$ cat src/hw/rtl/ssh_pkg.sv
`default_nettype none
// ----------------------------------------------------------------------------
// ssh_pkg
// Shared constants, types and helpers of the S4/S9 shower-shape block.
// ----------------------------------------------------------------------------
package ssh_pkg;

  localparam int PHI_RING = 360;
  localparam int EW       = 20;
  localparam int ETAW     = 8;
  localparam int PHIW     = 9;
  localparam int SUMW     = 24;

  localparam logic [PHIW-1:0]        PHI_RING_P = PHIW'(PHI_RING);
  localparam logic signed [ETAW-1:0] ETA_LOW    = -8'sd85;
  localparam logic signed [ETAW-1:0] ETA_HIGH   = 8'sd84;

  typedef logic signed [SUMW-1:0] sum_t;

  typedef struct packed {
    logic                   taken;
    logic signed [ETAW-1:0] eta;
    logic [PHIW-1:0]        phi;
  } seed_t;

  typedef struct packed {
    logic [3:0]             quad_hit;
    logic                   win_hit;
    logic                   bad;
    logic signed [ETAW-1:0] eta_c;
    logic [PHIW-1:0]        phi_c;
  } geom_t;

  typedef struct packed {
    sum_t s4;
    sum_t s9;
    logic err;
  } result_t;

  localparam sum_t SUM_MAX = {1'b0, {(SUMW-1){1'b1}}};
  localparam sum_t SUM_MIN = {1'b1, {(SUMW-1){1'b0}}};

  function automatic sum_t sat_add(sum_t acc, logic signed [EW-1:0] e);
    logic signed [SUMW:0] s;
    s = {acc[SUMW-1], acc} + {{(SUMW+1-EW){e[EW-1]}}, e};
    if (s[SUMW] != s[SUMW-1]) begin
      return s[SUMW] ? SUM_MIN : SUM_MAX;
    end
    return s[SUMW-1:0];
  endfunction

  function automatic sum_t smax(sum_t a, sum_t b);
    return (b > a) ? b : a;
  endfunction

endpackage
`default_nettype wire

$ cat src/hw/rtl/ssh_geom.sv
`default_nettype none
// ----------------------------------------------------------------------------
// ssh_geom
// Index conversion, range check and seed-relative window classification.
// ----------------------------------------------------------------------------
module ssh_geom import ssh_pkg::*; (
  input  wire logic                   index_mode,
  input  wire logic signed [ETAW-1:0] eta_in,
  input  wire logic [PHIW-1:0]        phi_in,
  input  wire seed_t                  seed,
  output geom_t                       geom
);

  logic signed [ETAW-1:0] eta_c;
  logic [PHIW-1:0]        phi_c;
  logic                   bad;
  logic signed [ETAW-1:0] se;
  logic [PHIW-1:0]        sp;
  logic signed [ETAW:0]   deta;
  logic signed [PHIW:0]   d;
  logic [PHIW-1:0]        ad;
  logic                   near;
  logic signed [PHIW+1:0] m;
  logic signed [PHIW+1:0] dphi;
  logic                   win;
  logic                   dphi_le, dphi_ge, deta_le, deta_ge;

  always_comb begin
    eta_c = eta_in;
    phi_c = phi_in;
    bad   = 1'b0;
    if (index_mode) begin
      if (eta_in > 8'sd0) eta_c = eta_in - 8'sd1;
      if (phi_in >= PHI_RING_P) phi_c = phi_in - PHI_RING_P;
      bad = (phi_c >= PHI_RING_P) || (eta_c < ETA_LOW) || (eta_c > ETA_HIGH);
    end
  end

  // the seed compares against itself on the beat that takes it
  assign se = seed.taken ? seed.eta : eta_c;
  assign sp = seed.taken ? seed.phi : phi_c;

  assign deta = $signed({se[ETAW-1], se}) - $signed({eta_c[ETAW-1], eta_c});

  // wrapped phi distance: short way around the ring
  assign d    = $signed({1'b0, sp}) - $signed({1'b0, phi_c});
  assign ad   = d[PHIW] ? PHIW'(-d) : d[PHIW-1:0];
  assign near = {ad, 1'b0} < {1'b0, PHI_RING_P};
  assign m    = $signed({2'b00, PHI_RING_P}) - $signed({2'b00, ad});
  assign dphi = near ? {d[PHIW], d} : ((sp > phi_c) ? -m : m);

  assign win = (deta >= -9'sd1) && (deta <= 9'sd1) &&
               (dphi >= -11'sd1) && (dphi <= 11'sd1);

  assign dphi_le = dphi <= 11'sd0;
  assign dphi_ge = dphi >= 11'sd0;
  assign deta_le = deta <= 9'sd0;
  assign deta_ge = deta >= 9'sd0;

  always_comb begin
    geom.eta_c       = eta_c;
    geom.phi_c       = phi_c;
    geom.bad         = bad;
    geom.win_hit     = win && !bad;
    geom.quad_hit[0] = win && !bad && dphi_le && deta_le;
    geom.quad_hit[1] = win && !bad && dphi_ge && deta_le;
    geom.quad_hit[2] = win && !bad && dphi_le && deta_ge;
    geom.quad_hit[3] = win && !bad && dphi_ge && deta_ge;
  end

endmodule
`default_nettype wire

$ cat src/hw/rtl/ssh_accum.sv
`default_nettype none
// ----------------------------------------------------------------------------
// ssh_accum
// Seed register, saturating quadrant and window sums, cluster result.
// ----------------------------------------------------------------------------
module ssh_accum import ssh_pkg::*; (
  input  wire logic                 clk,
  input  wire logic                 rst_n,
  input  wire logic                 step,
  input  wire logic                 last,
  input  wire logic signed [EW-1:0] energy,
  input  wire geom_t                geom,
  output seed_t                     seed,
  output result_t                   result
);

  seed_t seed_r, seed_nxt;
  sum_t  quad_r [4];
  sum_t  quad_nxt [4];
  sum_t  win_r, win_nxt;
  logic  err_r, err_nxt;
  sum_t  upd [4];
  sum_t  win_upd;
  logic  err_upd;

  assign seed = seed_r;

  always_comb begin
    for (int i = 0; i < 4; i++) begin
      upd[i] = geom.quad_hit[i] ? sat_add(quad_r[i], energy) : quad_r[i];
    end
    win_upd = geom.win_hit ? sat_add(win_r, energy) : win_r;
    err_upd = err_r || geom.bad;
  end

  always_comb begin
    seed_nxt = seed_r;
    win_nxt  = win_r;
    err_nxt  = err_r;
    for (int i = 0; i < 4; i++) begin
      quad_nxt[i] = quad_r[i];
    end
    if (step) begin
      if (last) begin
        // cluster done: clear for the next seed
        seed_nxt = '0;
        win_nxt  = '0;
        err_nxt  = 1'b0;
        for (int i = 0; i < 4; i++) begin
          quad_nxt[i] = '0;
        end
      end else begin
        if (!seed_r.taken) begin
          seed_nxt.taken = 1'b1;
          seed_nxt.eta   = geom.eta_c;
          seed_nxt.phi   = geom.phi_c;
        end
        win_nxt = win_upd;
        err_nxt = err_upd;
        for (int i = 0; i < 4; i++) begin
          quad_nxt[i] = upd[i];
        end
      end
    end
  end

  assign result.s4  = smax(smax(upd[0], upd[1]), smax(upd[2], upd[3]));
  assign result.s9  = win_upd;
  assign result.err = err_upd;

  always_ff @(posedge clk) begin
    if (!rst_n) begin
      seed_r <= '0;
      win_r  <= '0;
      err_r  <= 1'b0;
      for (int i = 0; i < 4; i++) begin
        quad_r[i] <= '0;
      end
    end else begin
      seed_r <= seed_nxt;
      win_r  <= win_nxt;
      err_r  <= err_nxt;
      for (int i = 0; i < 4; i++) begin
        quad_r[i] <= quad_nxt[i];
      end
    end
  end

endmodule
`default_nettype wire

$ cat src/hw/rtl/shower_shape_s4_s9.sv
`default_nettype none
// ----------------------------------------------------------------------------
// shower_shape_s4_s9
// S4 (largest 2x2 quadrant) and S9 (3x3 window) energy sums around a seed.
// ----------------------------------------------------------------------------
// Crystals of a cluster arrive one beat each, the first beat being the seed and
// tlast marking the final crystal. One crystal is taken every cycle while no
// last crystal waits for the output register: a beat is held in the input
// register, classified against the seed there and added into the saturating
// sums at the edge it leaves, so a new crystal can follow each clock. The
// result of a cluster is loaded into the output register at the edge its last
// crystal leaves the input register and is held until taken; crystals keep
// flowing while it waits unless another last crystal needs the output
// register. cfg_data[0] selects raw indices (1, reset value) or indices used
// as given (0); write it only between clusters.
// ----------------------------------------------------------------------------
module shower_shape_s4_s9 import ssh_pkg::*; (
  input  wire logic        clk,
  input  wire logic        rst_n,
  // in_tdata: energy[19:0], eta_index[27:20], phi_index[36:28], zero pad
  input  wire logic        in_tvalid,
  output logic             in_tready,
  input  wire logic [39:0] in_tdata,
  input  wire logic        in_tlast,
  // out_tdata: s4_max[23:0], s9_sum[47:24], range_error[48], zero pad
  output logic             out_tvalid,
  input  wire logic        out_tready,
  output logic [55:0]      out_tdata,
  input  wire logic        cfg_valid,
  output logic             cfg_ready,
  input  wire logic [0:0]  cfg_data
);

  logic                   index_mode_r;
  logic                   s1_valid_r, s1_valid_nxt;
  logic signed [EW-1:0]   energy_r;
  logic signed [ETAW-1:0] eta_r;
  logic [PHIW-1:0]        phi_r;
  logic                   s1_last_r;
  logic                   in_fire, s1_fire, out_free;
  logic                   out_valid_r, out_valid_nxt;
  result_t                out_r;
  seed_t                  seed;
  geom_t                  geom;
  result_t                result;

  assign cfg_ready = 1'b1;

  always_ff @(posedge clk) begin
    if (!rst_n) begin
      index_mode_r <= 1'b1;
    end else if (cfg_valid && cfg_ready) begin
      index_mode_r <= cfg_data[0];
    end
  end

  assign out_free  = !out_valid_r || out_tready;
  // a last crystal waits for a free output register
  assign s1_fire   = s1_valid_r && (!s1_last_r || out_free);
  assign in_tready = !s1_valid_r || s1_fire;
  assign in_fire   = in_tvalid && in_tready;

  always_comb begin
    s1_valid_nxt = s1_valid_r;
    if (in_fire) begin
      s1_valid_nxt = 1'b1;
    end else if (s1_fire) begin
      s1_valid_nxt = 1'b0;
    end
  end

  always_ff @(posedge clk) begin
    if (!rst_n) begin
      s1_valid_r <= 1'b0;
    end else begin
      s1_valid_r <= s1_valid_nxt;
    end
  end

  always_ff @(posedge clk) begin
    if (in_fire) begin
      energy_r  <= in_tdata[19:0];
      eta_r     <= in_tdata[27:20];
      phi_r     <= in_tdata[36:28];
      s1_last_r <= in_tlast;
    end
  end

  ssh_geom u_geom (
    .index_mode (index_mode_r),
    .eta_in     (eta_r),
    .phi_in     (phi_r),
    .seed       (seed),
    .geom       (geom)
  );

  ssh_accum u_accum (
    .clk    (clk),
    .rst_n  (rst_n),
    .step   (s1_fire),
    .last   (s1_last_r),
    .energy (energy_r),
    .geom   (geom),
    .seed   (seed),
    .result (result)
  );

  always_comb begin
    out_valid_nxt = out_valid_r;
    if (s1_fire && s1_last_r) begin
      out_valid_nxt = 1'b1;
    end else if (out_tready) begin
      out_valid_nxt = 1'b0;
    end
  end

  always_ff @(posedge clk) begin
    if (!rst_n) begin
      out_valid_r <= 1'b0;
    end else begin
      out_valid_r <= out_valid_nxt;
    end
  end

  always_ff @(posedge clk) begin
    if (s1_fire && s1_last_r) begin
      out_r <= result;
    end
  end

  assign out_tvalid = out_valid_r;
  assign out_tdata  = {7'd0, out_r.err, out_r.s9, out_r.s4};

  a_last_loads_out : assert property (@(posedge clk) disable iff (!rst_n)
    (s1_fire && s1_last_r) |=> out_tvalid)
    else $error("last crystal did not produce a result beat");

  a_out_from_last : assert property (@(posedge clk) disable iff (!rst_n)
    $rose(out_tvalid) |-> $past(s1_fire && s1_last_r))
    else $error("result beat without a last crystal");

  a_last_blocks : assert property (@(posedge clk) disable iff (!rst_n)
    (out_tvalid && !out_tready && s1_valid_r && s1_last_r) |-> !in_tready)
    else $error("input taken while last crystal is stalled");

endmodule
`default_nettype wire

$ cat config.mk
export PLATFORM = sky130hd
export DESIGN_NAME = shower_shape_s4_s9
export DESIGN_NICKNAME = d
export VERILOG_FILES = /design/src/hw/rtl/ssh_pkg.sv /design/src/hw/rtl/ssh_geom.sv /design/src/hw/rtl/ssh_accum.sv /design/src/hw/rtl/shower_shape_s4_s9.sv
export SDC_FILE = /design/constraint.sdc
export NUM_CORES = 1
export LEC_CHECK = 0
export BUFFER_PORTS_ARGS = -buffer_cell sky130_fd_sc_hd__buf_2
export CAP_MARGIN = 40
export CORE_MARGIN = 3
export CORE_UTILIZATION = 58
export DETAILED_ROUTE_END_ITERATION = 8
export PLACE_DENSITY = 0.79
export RECOVER_POWER = 100
export SLEW_MARGIN = 20
export SYNTH_ARGS = -nofsm -noshare
export SYNTH_HDL_FRONTEND = slang
export SYNTH_SLANG_ARGS = --single-unit
$ cat constraint.sdc
create_clock -name clk -period 13.3 [get_ports clk]
set_input_delay 1.33 -clock clk [delete_from_list [all_inputs] [get_ports clk]]
set_output_delay 1.33 -clock clk [all_outputs]
set_load 0.01 [all_outputs]
==> impl_metrics.py, run 1 <==
metrics = {
    "finish": {
        "layout_commonest_cell": "ha_1",
        "final_nets": 2947,
        "fillers": 2817,
        "layout_common_cells": "ha_1 (225), o21ai_0 (194), nand2_1 (191), buf_4 (171), nor2_1 (163)",
        "post-route-util": 0.685,
        "final_area_sq_um": 24000,
        "drive_gt1_frac": 0.152,
        "area_delta_synth_final_pct": 14.5,
    },
    "detailed_routing": {
        "wl_per_cell_microns": 20.1,
        "viasPerCell": 6.29,
        "first_pass_iters": 8,
        "wl_microns": 63100,
        "ant_nets": 0,
        "drc": 0,
        "drtIter0Drc": 1685,
        "vias": 19800,
    },
    "clock_tree": {
        "h-tree-depth": 1,
        "clk_latency_ns": 0.58,
        "clk_pin_slew_ns": 0.06,
        "cts_made_buffers": 29,
        "clockRootBuffer": "clkbuf_16",
        "cts_tree": "done",
        "cts.path.max_buffers": 3,
        "cts_sinks": 229,
    },
    "sta": {
        "slew_violations": 117,
        "tns_ns": 0,
        "timing.hold.ws_ns": 0.479,
        "worst_pin_slew_ns": 3.14,
        "setup_viol": 0,
        "hold_viol": 0,
        "finalCritPeriodShare": 0.963,
        "slew-limit-headroom": -1.10,
        "skew_ns": 0.0273,
        "layout_min_cycle_time_ns": 12.80,
        "fmax_mhz": 78.1,
    },
    "placement": {
        "place_area_sq_um": 23000,
        "gp_congestion": 0.971,
        "hpwl_microns": 47900,
        "numPortBuffers": 94,
    },
    "pwr": {
        "comb_power_share": 0.341,
        "sw_frac_of_total": 0.350,
        "sequentialPowerShare": 0.335,
        "internal_power_mw": 1.50,
        "clkPwrFrac": 0.324,
        "switchingPower_mw": 0.804,
        "power.density_nw_per_um2": 95.9,
        "power_leakage_nw": 10.4,
        "vdd_drop_max_mv": 0.141,
    },
    "die": {
        "die-width_microns": 196,
        "pin_count": 106,
        "die_h_microns": 196,
        "core_region_area_sq_um": 35100,
        "dieArea_sq_um": 38400,
        "num_rows": 68,
        "start_util": 0.598,
    },
    "logic_synthesis": {
        "synth_area_sq_um": 20900,
        "ys_seq_elements": 229,
        "synth_cells": 2464,
        "synth_edf_count": 87,
        "ys_seq_area_frac": 0.260,
        "avgSynthCellArea_sq_um": 8.50,
        "async_reset_ff_frac": 0,
        "ys_types": 105,
        "yosys_warnings": 0,
        "synth_top_area_cell": "dfxtp_1",
        "synth_top_area_frac": 0.136,
        "yosys-top-cells-area": "dfxtp_1 (14%), ha_1 (13%), edfxtp_1 (12%)",
        "yosys_most_used_dff": "dfxtp_1",
    },
    "grt": {
        "grt_pass1_wl_microns": 99200,
        "grt_usage": 0.318,
        "grt.overflow.total": 0,
        "grt_start_max_net_pins": 75,
        "first_global_vias": 19100,
        "antenna_found_initial": 2,
    },
    "run": {
        "cap_violations": 3,
    },
    "critical_path": {
        "cp_top_family": "compound AO/OA/AOI/OAI gates",
        "critPathMaxStageDelay_ns": 0.55,
        "r2r_slack_ns": 0.50,
        "critPathBufInv": 6,
        "critPathMostFrequentCell": "o21a_1",
        "arrival_ns": 13.23,
        "cp_slowest_cell": "or4_4",
        "end_kind": "flop",
        "critPathKind": "flop to flop",
        "startpoint_type": "flop",
        "cp_max_fo": 17,
        "worstPathRequired_ns": 13.73,
    },
    "run_status": {
        "outcome": "finished with violations",
        "violations": "max-capacitance violations, max-slew violations",
    },
    "min_path": {
        "hold_path.class": "flop to flop",
    },
}
-- final timing paths --
kind | from | to | cells past startpoint
worst max-delay path | phi_r[4] | out_tdata[1] | 60
worst min-delay path | u_accum.err_r | u_accum.err_r | 2
worst max register to register | phi_r[4] | out_tdata[1] | 60
worst min register to register | u_accum.err_r | u_accum.err_r | 2
-- cell usage after synthesis, types with 59 or more instances --
cell      count
a21oi_1     139
edfxtp_1     87
clkbuf_1     90
nor2b_1      73
xnor2_1      85
o21ai_0     197
ha_1        226
inv_1       124
nand2_1     194
mux2i_1      59
dfxtp_1     142
nor2_1      164
-- what timing repair did --
action,4_1_cts,5_1_grt
hold buffers,0,0
setup endpoints to repair,0,24
setup buffers,0,8
resized for setup,0,27
hold endpoints to repair,0,0
-- through the flow --
stage / power [mW] / setup slack, ns / cells
final: 2.30 / 0.498 / 3146
after global routing: 2.41 / -0.171 / 3145
after CTS: 2.25 / 0.126 / 3135
after detailed placement: 1.51 / 0.216 / 3081
after global placement: 1.48 / 0.350 / 3075
after floorplan: 1.29 / 0.803 / 2470
-- kinds of logic after synthesis --
| group | after synthesis | synth area share |
|---|---|---|
| flip-flops | 229 | 0.260 |
| adder cells (fa/ha/maj) | 256 | 0.153 |
| AO/OA/AOI/OAI | 757 | 0.246 |
| XOR/XNOR | 136 | 0.0591 |
| buffers and inverters | 244 | 0.0475 |
| multiplexers | 122 | 0.0621 |
| AND/OR/NAND/NOR | 718 | 0.172 |
| other | 2 | 0.000358 |
-- layer usage --
layer  vias up  routed length, microns  track usage
met5         -                       0            0
met4         0                    2630        0.131
met3       151                    5960       0.0661
met2       793                   27500        0.502
met1      9321                   27000        0.426
li1       9521                       -            -
-- state kept, by name (all words and copies together) (netlist names) --
| signal | flops |
|---|---|
| s1_valid_r | 1 |
| u_accum.err_r | 1 |
| out_tvalid | 1 |
| u_accum.quad_r | 96 |
| u_accum.win_r | 24 |
| out_tdata | 49 |
| index_mode_r | 1 |
| energy_r | 20 |
| eta_r | 8 |
| s1_last_r | 1 |
| phi_r | 9 |
| u_accum.seed | 18 |
-- final cells by class --
cell class / instances / area (sq um) / area share
inverters: 131 / 492 / 0.0205
well taps: 455 / 569 / 0.0237
multi-input cells: 1997 / 14700 / 0.612
clock inverters: 11 / 56.3 / 0.00235
flip-flops and latches: 229 / 5460 / 0.227
repair buffers: 279 / 1910 / 0.0797
diodes: 1 / 2.50 / 0.000104
clock buffers: 43 / 830 / 0.0346
-- worst register-to-register path: cells and delay by family (launching register included) --
kind                       cells  cell delay, ns
DFF                            1            0.43
xor gates and xnor gates       2            0.42
buffers and inverters          6            0.98
muxes                          2            0.62
and+or+nand+nor               16            2.96
AOI/OAI and AO/OA             29            5.89
adders and majority gates      5            1.35
-- power groups by stage --
stage	sequential (mW)	clock, mW	combinational, mW
2_1_floorplan	0.772	0	0.521
4_1_cts	0.770	0.757	0.728
5_1_grt	0.772	0.787	0.849
6_report	0.771	0.746	0.784
3_5_place_dp	0.784	0	0.722
3_3_place_gp	0.785	0	0.697
No activity file was read; power rests on OpenSTA's default activity.
==> run 2: changes to the inputs <==
Settings changed: RECOVER_POWER 100 to not set.
==> run 2 against run 1 <==
  * Routed wire length about the same
  * Sequential cell count is the same
  * The run now ends clean
  * Sequential share of layout area shrank 0.12 points
  * Highest routed layer unchanged
  * Clock-buffer cell count is the same
  * Critical path type unchanged
==> impl_metrics.py, run 2 (synthesized netlist as in run 1, its figures left out) <==
metrics = {
    "die": {
        "pin_count": 106,
        "core_region_area_sq_um": 35100,
        "die_h_microns": 196,
        "die-width_microns": 196,
        "num_rows": 68,
        "start_util": 0.598,
        "dieArea_sq_um": 38400,
    },
    "sta": {
        "slew_violations": 0,
        "layout_min_cycle_time_ns": 12.79,
        "skew_ns": 0.0267,
        "fmax_mhz": 78.2,
        "hold_viol": 0,
        "fin_ws_ns": 0.515,
        "timing.hold.ws_ns": 0.483,
        "worst_pin_slew_ns": 0.844,
        "slew-limit-headroom": 0.437,
        "tns_ns": 0,
        "finalCritPeriodShare": 0.961,
        "setup_viol": 0,
    },
    "pwr": {
        "power_leakage_nw": 10.6,
        "clkPwrFrac": 0.324,
        "internal_power_mw": 1.50,
        "sw_frac_of_total": 0.349,
        "switchingPower_mw": 0.804,
        "finalPower_mw": 2.30,
        "sequentialPowerShare": 0.335,
        "power.density_nw_per_um2": 95.5,
        "comb_power_share": 0.341,
        "vdd_drop_max_mv": 0.141,
    },
    "detailed_routing": {
        "drc": 0,
        "first_pass_iters": 6,
        "vias": 19900,
        "wl_microns": 63200,
        "wl_per_cell_microns": 20.1,
        "viasPerCell": 6.31,
        "drtIter0Drc": 1666,
        "ant_nets": 0,
    },
    "clock_tree": {
        "clockRootBuffer": "clkbuf_16",
        "cts_tree": "done",
        "clk_latency_ns": 0.58,
        "h-tree-depth": 1,
        "cts.hold.buffers_added": 0,
        "cts_made_buffers": 29,
        "cts.path.max_buffers": 3,
        "clk_pin_slew_ns": 0.06,
        "cts_sinks": 229,
    },
    "placement": {
        "numPortBuffers": 94,
        "gp_congestion": 0.971,
        "place_ws_ns": 0.216,
        "hpwl_microns": 47900,
    },
    "critical_path": {
        "arrival_ns": 13.01,
        "cp_max_fo": 5,
        "cp_slowest_cell": "or4_4",
        "critPathMaxStageDelay_ns": 0.55,
        "critPathKind": "flop to flop",
        "startpoint_type": "flop",
        "end_kind": "flop",
        "critPathMostFrequentCell": "o21a_1",
        "worstPathRequired_ns": 13.52,
    },
    "grt": {
        "grt_pass1_wl_microns": 99200,
        "grt_start_max_net_pins": 75,
        "antenna_found_initial": 2,
        "first_global_vias": 19100,
        "grt.overflow.total": 0,
        "grt_usage": 0.318,
    },
    "run_status": {
        "outcome": "complete, no violations",
    },
    "min_path": {
        "hold_path.class": "flop to flop",
    },
    "finish": {
        "top_register": "u_accum.quad_r",
        "post-route-util": 0.688,
        "layout_common_cells": "ha_1 (225), o21ai_0 (194), nand2_1 (191), buf_4 (172), nor2_1 (163)",
        "area_delta_synth_final_pct": 15.1,
        "layout_commonest_cell": "ha_1",
        "final_nets": 2947,
        "largest_reg_flops": 96,
        "drive_gt1_frac": 0.173,
    },
    "run": {
        "cap_violations": 0,
    },
}
## run 2: routing by layer
layer  share of wire  GRT usage  up-vias
met5               0          0        -
met4           0.041      0.131        0
li1                -          -     9522
met2            0.44      0.502      848
met3           0.098     0.0661      142
met1            0.42      0.426     9346
## run 2: final cells by class
class                           instances  area [sq um]
Antenna cell                            1          2.50
Multi-Input combinational cell       1997         14700
Clock buffer                           43           830
Tap cell                              455           569
Fill cell                            2778         10900
Sequential cell                       229          5460
Timing Repair Buffer                  279          2020
Clock inverter                         11          56.3
Inverter                              131           492
## run 2: metrics by stage
stage | cell area (sq um) | std cells
after floorplan | 21000 | 2470
after global placement | 22900 | 3075
after detailed placement | 23000 | 3081
after CTS | 23900 | 3135
after global routing | 24100 | 3145
final | 24100 | 3146
## run 2: final timing paths
check	startpoint	end	slack (ns)	cells past startpoint
max	phi_r[4]	out_tdata[0]	0.51	57
min	u_accum.quad_r[0][23]	u_accum.quad_r[0][23]	0.48	2
max reg2reg	phi_r[4]	out_tdata[0]	0.51	57
min reg2reg	u_accum.quad_r[0][23]	u_accum.quad_r[0][23]	0.48	2
## run 2: timing repair
action                                  4_1_cts  5_1_grt
buffers inserted                              0        8
resized for setup                             0       27
endpoints found under the setup margin        0       24
## run 2: power groups by stage
stage                     registers [mW]  clock network, mW  logic (mW)
after floorplan                    0.772                  0       0.521
after global placement             0.785                  0       0.697
after detailed placement           0.784                  0       0.722
after CTS                          0.770              0.757       0.728
after global routing               0.771              0.787       0.851
final                              0.771              0.745       0.786
## run 2: worst max-delay path, delay by kind of cell (launching register included)
family | cells | cell delay [ns]
flops | 1 | 0.43
compound gates | 27 | 5.47
simple gates | 16 | 3.21
fa+ha+maj | 5 | 1.32
buf+inv | 4 | 0.64
xor+xnor | 3 | 0.69
mux | 2 | 0.61
